$ cat config.mk
export PLATFORM = sky130hd
export DESIGN_NAME = hptm_channel
export DESIGN_NICKNAME = d
export VERILOG_FILES = /design/src/rtl/hptm_pkg.sv /design/src/rtl/hptm_channel.sv
export SDC_FILE = /design/constraint.sdc
export NUM_CORES = 2
export LEC_CHECK = 0
export ABC_AREA = 0
export BUFFER_PORTS_ARGS = -buffer_cell sky130_fd_sc_hd__buf_2
export CAP_MARGIN = 0
export CORE_AREA = 10 10 341 343
export DETAILED_ROUTE_END_ITERATION = 6
export DIE_AREA = 0 0 351 353
export GPL_TIMING_DRIVEN = 0
export PLACE_DENSITY = 0.78
export SLEW_MARGIN = 10
export SYNTH_ARGS = -nofsm -noshare
export SYNTH_HDL_FRONTEND = slang
export SYNTH_SLANG_ARGS = --single-unit
$ cat constraint.sdc
create_clock -name clk -period 8.3 [get_ports clk]
set_input_delay 1.66 -clock clk [delete_from_list [all_inputs] [get_ports clk]]
set_output_delay 1.66 -clock clk [all_outputs]
set_load 0.01 [all_outputs]
$ cat src/rtl/hptm_pkg.sv
// Shared constants for the HDR pixel tone mapper.
package hptm_pkg;

  // Configuration register indexes
  localparam logic [7:0] CFG_TONE_MODE     = 8'd0;
  localparam logic [7:0] CFG_EXPOSURE_GAIN = 8'd1;

  // Fixed-point constants (Q16.16 / Q0.16)
  localparam logic [16:0] ONE_Q16     = 17'd65536;
  localparam logic [32:0] RATIO_C_Q16 = 33'd19661;
  localparam logic [14:0] GAMMA_B_Q16 = 15'd29789;
  // POW_MAGIC * (65536 - GAMMA_B)
  localparam logic [46:0] POW_OFFSET  = 47'd38081544235499;

  // Divider stage count
  localparam int DIV_STAGES = 8;
  // Cycles from a taken request to its result strobe
  localparam int CH_LATENCY = DIV_STAGES + 5;

endpackage

$ cat src/rtl/hptm_channel.sv
// One colour channel of the tone mapper: float decode, divide or power curve, gain.
module hptm_channel (
  input  logic        clk,
  input  logic [30:0] bits_i,
  input  logic        mode_i,
  input  logic [16:0] gain_i,
  output logic [7:0]  val_o
);
  import hptm_pkg::*;

  // Float pattern to Q16.16, truncating, saturating at 65536.0
  function automatic logic [31:0] to_q16(input logic [30:0] b);
    logic [7:0]  e;
    logic [7:0]  sh;
    logic [31:0] sig;
    e   = b[30:23];
    sig = {8'd0, 1'b1, b[22:0]};
    sh  = 8'd0;
    if (e == 8'd0) begin
      to_q16 = 32'd0;
    end else if (e == 8'd255) begin
      to_q16 = 32'hFFFF_FFFF;
    end else if (e >= 8'd134) begin
      sh = e - 8'd134;
      if (sh > 8'd8) to_q16 = 32'hFFFF_FFFF;
      else           to_q16 = sig << sh[3:0];
    end else begin
      sh = 8'd134 - e;
      if (sh >= 8'd24) to_q16 = 32'd0;
      else             to_q16 = sig >> sh[4:0];
    end
  endfunction

  // Power-curve pattern to display value, with the clamp at 1.0
  function automatic logic [7:0] pat_to_v(input logic [30:0] p);
    logic [31:0] t;
    logic [24:0] prod;
    t = to_q16(p);
    prod = 25'd0;
    if (p[30:23] >= 8'd127) begin
      pat_to_v = 8'd255;
    end else begin
      prod = ({t[16:0], 8'd0} - {8'd0, t[16:0]});
      pat_to_v = prod[23:16];
    end
  endfunction

  // Stage 1: capture inputs
  logic [30:0] bits_r;
  logic        md0_r;
  always_ff @(posedge clk) begin
    bits_r <= bits_i;
    md0_r  <= mode_i;
  end

  // Stage 2: decode to fixed point, form divisor and power product
  logic [31:0] x1_r;
  logic [32:0] d1_r;
  logic [45:0] prod1_r;
  logic        md1_r;
  logic [31:0] x1_nxt;
  always_comb x1_nxt = to_q16(bits_r);
  always_ff @(posedge clk) begin
    x1_r    <= x1_nxt;
    d1_r    <= {1'b0, x1_nxt} + RATIO_C_Q16;
    prod1_r <= 46'(bits_r) * 46'(GAMMA_B_Q16);
    md1_r   <= md0_r;
  end

  // Stage 3: new bit pattern for the power curve, seed the divider
  logic [30:0] pat2_r;
  logic [32:0] rem2_r;
  logic [32:0] d2_r;
  logic        md2_r;
  logic [46:0] num2;
  always_comb num2 = POW_OFFSET + 47'(prod1_r);
  always_ff @(posedge clk) begin
    pat2_r <= num2[46:16];
    rem2_r <= {1'b0, x1_r};
    d2_r   <= d1_r;
    md2_r  <= md1_r;
  end

  // Divider stages: two restoring steps each
  logic [32:0] rem_r [DIV_STAGES];
  logic [32:0] dd_r  [DIV_STAGES];
  logic [15:0] q_r   [DIV_STAGES];
  logic [7:0]  v1_r  [DIV_STAGES];
  logic        md_r  [DIV_STAGES];

  genvar k;
  generate
    for (k = 0; k < DIV_STAGES; k++) begin : g_div
      logic [32:0] rin, din, ra, rb;
      logic [33:0] s0, s1;
      logic [15:0] qin;
      logic [7:0]  vin;
      logic        min_;
      logic        b0, b1;
      if (k == 0) begin : g_first
        assign rin  = rem2_r;
        assign din  = d2_r;
        assign qin  = 16'd0;
        assign vin  = pat_to_v(pat2_r);
        assign min_ = md2_r;
      end else begin : g_next
        assign rin  = rem_r[k-1];
        assign din  = dd_r[k-1];
        assign qin  = q_r[k-1];
        assign vin  = v1_r[k-1];
        assign min_ = md_r[k-1];
      end
      always_comb begin
        s0 = {rin, 1'b0};
        b0 = (s0 >= {1'b0, din});
        ra = b0 ? 33'(s0 - {1'b0, din}) : s0[32:0];
        s1 = {ra, 1'b0};
        b1 = (s1 >= {1'b0, din});
        rb = b1 ? 33'(s1 - {1'b0, din}) : s1[32:0];
      end
      always_ff @(posedge clk) begin
        rem_r[k] <= rb;
        dd_r[k]  <= din;
        q_r[k]   <= {qin[13:0], b0, b1};
        v1_r[k]  <= vin;
        md_r[k]  <= min_;
      end
    end
  endgenerate

  // Scale quotient by 255 and pick the curve
  logic [7:0]  v_r;
  logic [23:0] q255;
  always_comb q255 = {q_r[DIV_STAGES-1], 8'd0} - {8'd0, q_r[DIV_STAGES-1]};
  always_ff @(posedge clk) begin
    v_r <= md_r[DIV_STAGES-1] ? v1_r[DIV_STAGES-1] : q255[23:16];
  end

  // Apply exposure gain
  logic [24:0] g_prod;
  logic [7:0]  out_r;
  always_comb g_prod = 25'(v_r) * 25'(gain_i);
  always_ff @(posedge clk) begin
    out_r <= g_prod[23:16];
  end
  assign val_o = out_r;

endmodule

## Yosys cells after proc, flatten, opt, wreduce, memory -nomap -nowiden

Memory sizes are Yosys's and may differ from the RTL's.
Index checks and enable logic that the tools add are counted.

| operators by class | value |
|---|---|
| mux-type cells | 28 |
| div/mod/pow operators | 0 |
| bitwise gates (word level) | 0 |
| reduce and logical (&&, ||, !) cells | 2 |
| $add $sub $neg | 24 |
| shifts and indexed selects | 4 |
| equality and inequality tests | 2 |
| multiply operators | 2 |
| order comparisons | 23 |

Operators by type and width:

| cell | number |
|---|---|
| $mux W33 | 16 |
| $sub A33 B33 Y33 | 16 |
| $ge A34 B33 Y1 | 15 |
| $mux W32 | 5 |
| $mux W17 | 5 |
| $add A46 B46 Y47 const A | 1 |
| $mul A31 B15 Y46 const B | 1 |
| $add A32 B15 Y33 const B | 1 |
| $ge A33 B33 Y1 | 1 |
| $shl A24 B4 Y32 | 1 |
| $shr A24 B5 Y32 | 1 |
| $mul A8 B17 Y24 | 1 |
| $shl A24 B4 Y17 | 1 |
| $shr A24 B5 Y17 | 1 |
| $sub A24 B16 Y24 | 1 |
| $sub A24 B17 Y24 | 1 |
| $eq A8 B8 Y1 const B | 2 |
| $ge A8 B5 Y1 const B | 2 |
| $ge A8 B8 Y1 const B | 2 |
| $gt A8 B4 Y1 const B | 2 |
| $logic_not A8 Y1 | 2 |
| $mux W8 | 2 |
| $sub A8 B8 Y8 const A | 2 |
| $sub A8 B8 Y8 const B | 2 |
| $ge A8 B7 Y1 const B | 1 |

| word-level totals | value |
|---|---|
| word-level logic and storage cells | 102 |
| memories | 5 |
| output and inout port bits | 8 |
| bits in read-only memories | 0 |
| bits in writable memories | 728 |
| flip-flop bits (word level) | 257 |
| bits of input ports | 50 |
| latch bits | 0 |

Memory list:

| memory | words | bits a word | rd ports | clocked after memory_dff | write ports | line | source |
|---|---|---|---|---|---|---|---|
| dd_r | 8 | 33 | 7 | 0 | 8 | hptm_channel.sv:86 | `logic [32:0] dd_r [DIV_STAGES];` |
| rem_r | 8 | 33 | 7 | 0 | 8 | hptm_channel.sv:85 | `logic [32:0] rem_r [DIV_STAGES];` |
| q_r | 8 | 16 | 8 | 0 | 8 | hptm_channel.sv:87 | `logic [15:0] q_r [DIV_STAGES];` |
| v1_r | 8 | 8 | 8 | 0 | 8 | hptm_channel.sv:88 | `logic [7:0] v1_r [DIV_STAGES];` |
| md_r | 8 | 1 | 8 | 0 | 8 | hptm_channel.sv:89 | `logic md_r [DIV_STAGES];` |

## Depth between registers and ports, before layout

| depth | value |
|---|---|
| depth after elaboration | 8 |
| mapped depth | 30 |

## Worst setup path before layout

No wires, ideal clock.

| timing | value |
|---|---|
| path type | flip-flop to flip-flop |
| start point | reg bits_r[24] |
| end point | reg prod1_r[45] |
| data required time | 8.228 ns |
| path slack | 1.107 ns |
| arrival time | 7.121 ns |
| stages on the path, launching flop included | 31 |
| setup time | 0.072 ns |
| cells stage by stage | dfxtp_1 buf_2 buf_2 buf_4 inv_1 ha_1 buf_6 buf_6 buf_2 inv_1 fa_1 inv_1 ha_1 inv_1 fa_1 inv_1 fa_1 inv_1 fa_1 inv_1 ha_1 nand4_1 nor2_1 a211oi_1 o21ai_0 a21o_1 a221o_1 a311o_1 a221o_1 a21oi_1 xnor2_1 |

| on the way | value |
|---|---|
| longest elaborated chain between the ends | 1 |

RTL lines:

| item | line | source |
|---|---|---|
| from (decl) | hptm_channel.sv:49 | `logic [30:0] bits_r;` |
| from (signal assigned) | hptm_channel.sv:52 | `bits_r <= bits_i;` |
| $mul A31 B15 Y46 | hptm_channel.sv:66 | `prod1_r <= 46'(bits_r) * 46'(GAMMA_B_Q16);` |
| to (signal assigned) | hptm_channel.sv:66 |  |
| to (decl) | hptm_channel.sv:59 | `logic [45:0] prod1_r;` |

No other way between the ends.

==> flow_summary.yaml <==
sta:
  layout_min_cycle_time_ps: 8081
  tns_ps: 0
  fin_skew_ps: 48.30
  timing.final.crit_share: 0.9736
  setup_viol: 0
  worst_pin_slew_ps: 1221
  max_freq_mhz: 123.7
  slew_violations: 0
  rsz0062_at_grt: "false"
  final_hold_viol_count: 0
  max-slew-margin-rel: 0.1787
logic_synthesis:
  ys_seq_elements: 863
  synth-edff-count: 0
  synth_area_per_cell_um2: 8.853
  synthFlopType: "dfxtp_1"
  ys_seq_area_frac: 0.2519
  syn_area_um2: 68570
  synthesis.nets: 8868
  syn_inst: 7746
  ys_types: 115
  async_flop_share: 0
  yosysWarningCount: 0
global_routing:
  grt_pass1_wl_um: 297400
  grt_pass1_vias: 56480
  grt_max_degree: 18
  grt_overflow: 0
  grt_usage: 0.2946
  antenna_found_initial: 3
clock_network:
  clkSinkCount: 863
  cts_tree: "done"
  path_clk_slew_ps: 60
  cts_buffers: 89
  holdBufCountCts: 0
  cts-root-buf: "clkbuf_16"
  clk_path_buf_depth: 3
  htree_levels: 3
  clock_latency_ps: 710
routing:
  via_count: 57320
  viasPerCell: 6.098
  firstDrtPassIters: 6
  drcViolationCount: 0
  ant_nets: 0
  drt_iter0_markers: 4355
  drt-total-wl_um: 187900
  routedWlPerCell_um: 19.98
floorplan:
  dieWidth_um: 351
  boundaryPins: 58
  core-area_um2: 109800
  die_y_um: 353
  rows: 122
  dieArea_um2: 123900
  start_util: 0.6248
flow_run:
  drv_cap: 0
placed_design:
  port_buffers: 57
  place_inst: 9229
  placed_cell_area_um2: 70640
  hpwl_um: 152200
  finalWeightedCongestion: 0.9831
setup_path:
  cpMaxStageDelayCell: "dfxtp_1"
  cp_max_fo: 10
  timing.rr.start: "dd_r[0][0]$_DFF_P_"
  crit_type: "flop to flop"
  crit_path_max_incr_delay_ps: 600
  startpoint: "dd_r[0][0]$_DFF_P_"
  worstPathRequired_ps: 8880
  cp-end-kind: "flop"
  arrival_ps: 8660
  crit_top_cell: "o21a_1"
  worstSetupStartpointType: "flop"
final_layout:
  final-instance-count-excl-fill: 9400
  layout.nets: 9019
  multi_input_area_um2: 47170
  fillCellCount: 8931
  layout-drive-gt1-share: 0.09206
  layout.area.seq_um2: 17290
  postLayoutCellArea_um2: 74010
  areaGrowthSynthToFinish_pct: 7.930
outcome:
  status: "completed"
min_path:
  worstHoldStart: "x1_r[4]$_DFF_P_"
  hold_path.class: "flop to flop"
critical path: cells and delay by family (launching register included):
kind / cells / cell delay (ps)
AOI/OAI and AO/OA: 17 / 4300
adders and majority gates: 2 / 840
buffers and inverters: 5 / 1360
DFF: 1 / 600
muxes: 1 / 330
and+or+nand+nor: 3 / 480
layer usage:
metal	vias to the layer above	track usage	share of wire
li1	27460	-	-
met1	27180	0.3795	0.43
met2	2160	0.4849	0.46
met3	511	0.04413	0.066
met4	4	0.1320	0.047
met5	-	0	0.000096
metrics by stage:
stage | setup slack [ps] | hold WS (ps) | utilization
2_1_floorplan | 1107 | 309.6 | -
4_1_cts | 48.86 | 268.5 | 0.6734
3_5_place_dp | -239.9 | 312.1 | 0.6437
5_1_grt | 5.140 | 280.3 | 0.6743
6_report | 218.9 | 281.6 | 0.6743
3_3_place_gp | -270.3 | 310.0 | 0.6437
layout by cell type (no fill, tap or decap), types with 62 or more instances in the layout:
cell type / instances
a21o_1: 255
nor3_1: 125
nand4_1: 89
o21bai_1: 75
a21oi_1: 610
mux2i_1: 62
fa_1: 286
nand2_1: 558
xor2_1: 142
dfxtp_1: 856
inv_1: 871
ha_1: 786
clkbuf_1: 104
nor2b_1: 75
o21a_1: 80
o21ai_0: 425
nor2_1: 435
nand3_1: 121
clkbuf_16: 89
a31oi_1: 62
xnor2_1: 393
mux4_2: 72
mux2_2: 214
and2_1: 109
buf_2: 115
nand2b_1: 108
worst paths after layout:
check | slack, ps | to | cells after the start
worst max-delay path | 220 | rem_r[1][4]$_DFF_P_ | 28
worst min-delay path | 280 | g_div[0].rin[4]$_DFF_P_ | 0
worst min register to register | 280 | g_div[0].rin[4]$_DFF_P_ | 0
worst max register to register | 220 | rem_r[1][4]$_DFF_P_ | 28
what timing repair did:
action	4_1_cts	5_1_grt
buffers inserted	0	3
setup endpoints to repair	86	202
cloned	0	0
pin swaps	0	2
endpoints found under the hold margin	0	0
resized for setup	5	37
synth_stat cells (all sizes together) (72+ instances only):
library cell  instances  area share
clkbuf               99      0.0054
nor2b                75      0.0068
inv                 874       0.048
xnor2               393       0.050
mux2                242       0.041
ha                  786        0.14
buf                  91      0.0078
nand4                89      0.0081
fa                  286       0.083
nand2b              108      0.0099
o21ai               437       0.032
mux4                 72       0.024
o21bai               75      0.0082
dfxtp               863        0.25
a21o                255       0.028
a21oi               611       0.045
nand2               558       0.031
nand3               122      0.0090
and2                109      0.0099
o21a                 80      0.0088
xor2                143       0.018
nor3                126      0.0093
nor2                437       0.024
cells by family (layout without fill, tap and decap cells):
family                   count (synthesis)  in the layout  share of synthesized area
AO/OA/AOI/OAI                         1994           1994                     0.1876
buffers and inverters                 1065           1292                    0.06120
AND/OR/NAND/NOR                       1840           1840                     0.1298
other                                    0              1                          0
XOR/XNOR                               536            536                    0.06857
multiplexers                           376            376                    0.07397
adder cells (fa/ha/maj)               1072           1072                     0.2269
flip-flops                             863            863                     0.2519
sequential cells by signal, indices dropped and copies added, names as in the netlist:
signal / count
v_r: 8
x1_r: 32
md0_r: 1
d2_r: 33
rem_r: 231
val_o: 8
dd_r: 231
d1_r: 33
q_r: 72
prod1_r: 46
bits_r: 31
g_div.min_: 1
md1_r: 1
v1_r: 64
pat2_r: 31
md_r: 8
g_div.rin: 32
cell type report:
cell class / count / share of cell area
antenna: 1 / 0.00003381
buffer: 190 / 0.01249
clock buffer: 116 / 0.03322
clock inverter: 51 / 0.01068
inverter: 875 / 0.04441
multi-input combinational: 5818 / 0.6373
sequential: 863 / 0.2336
tap: 1426 / 0.02411
timing repair buffer: 60 / 0.004159
Power is left out: the tool's default activity adds up to more than one toggle a clock period on the data nets, which glitch-free logic cannot reach.
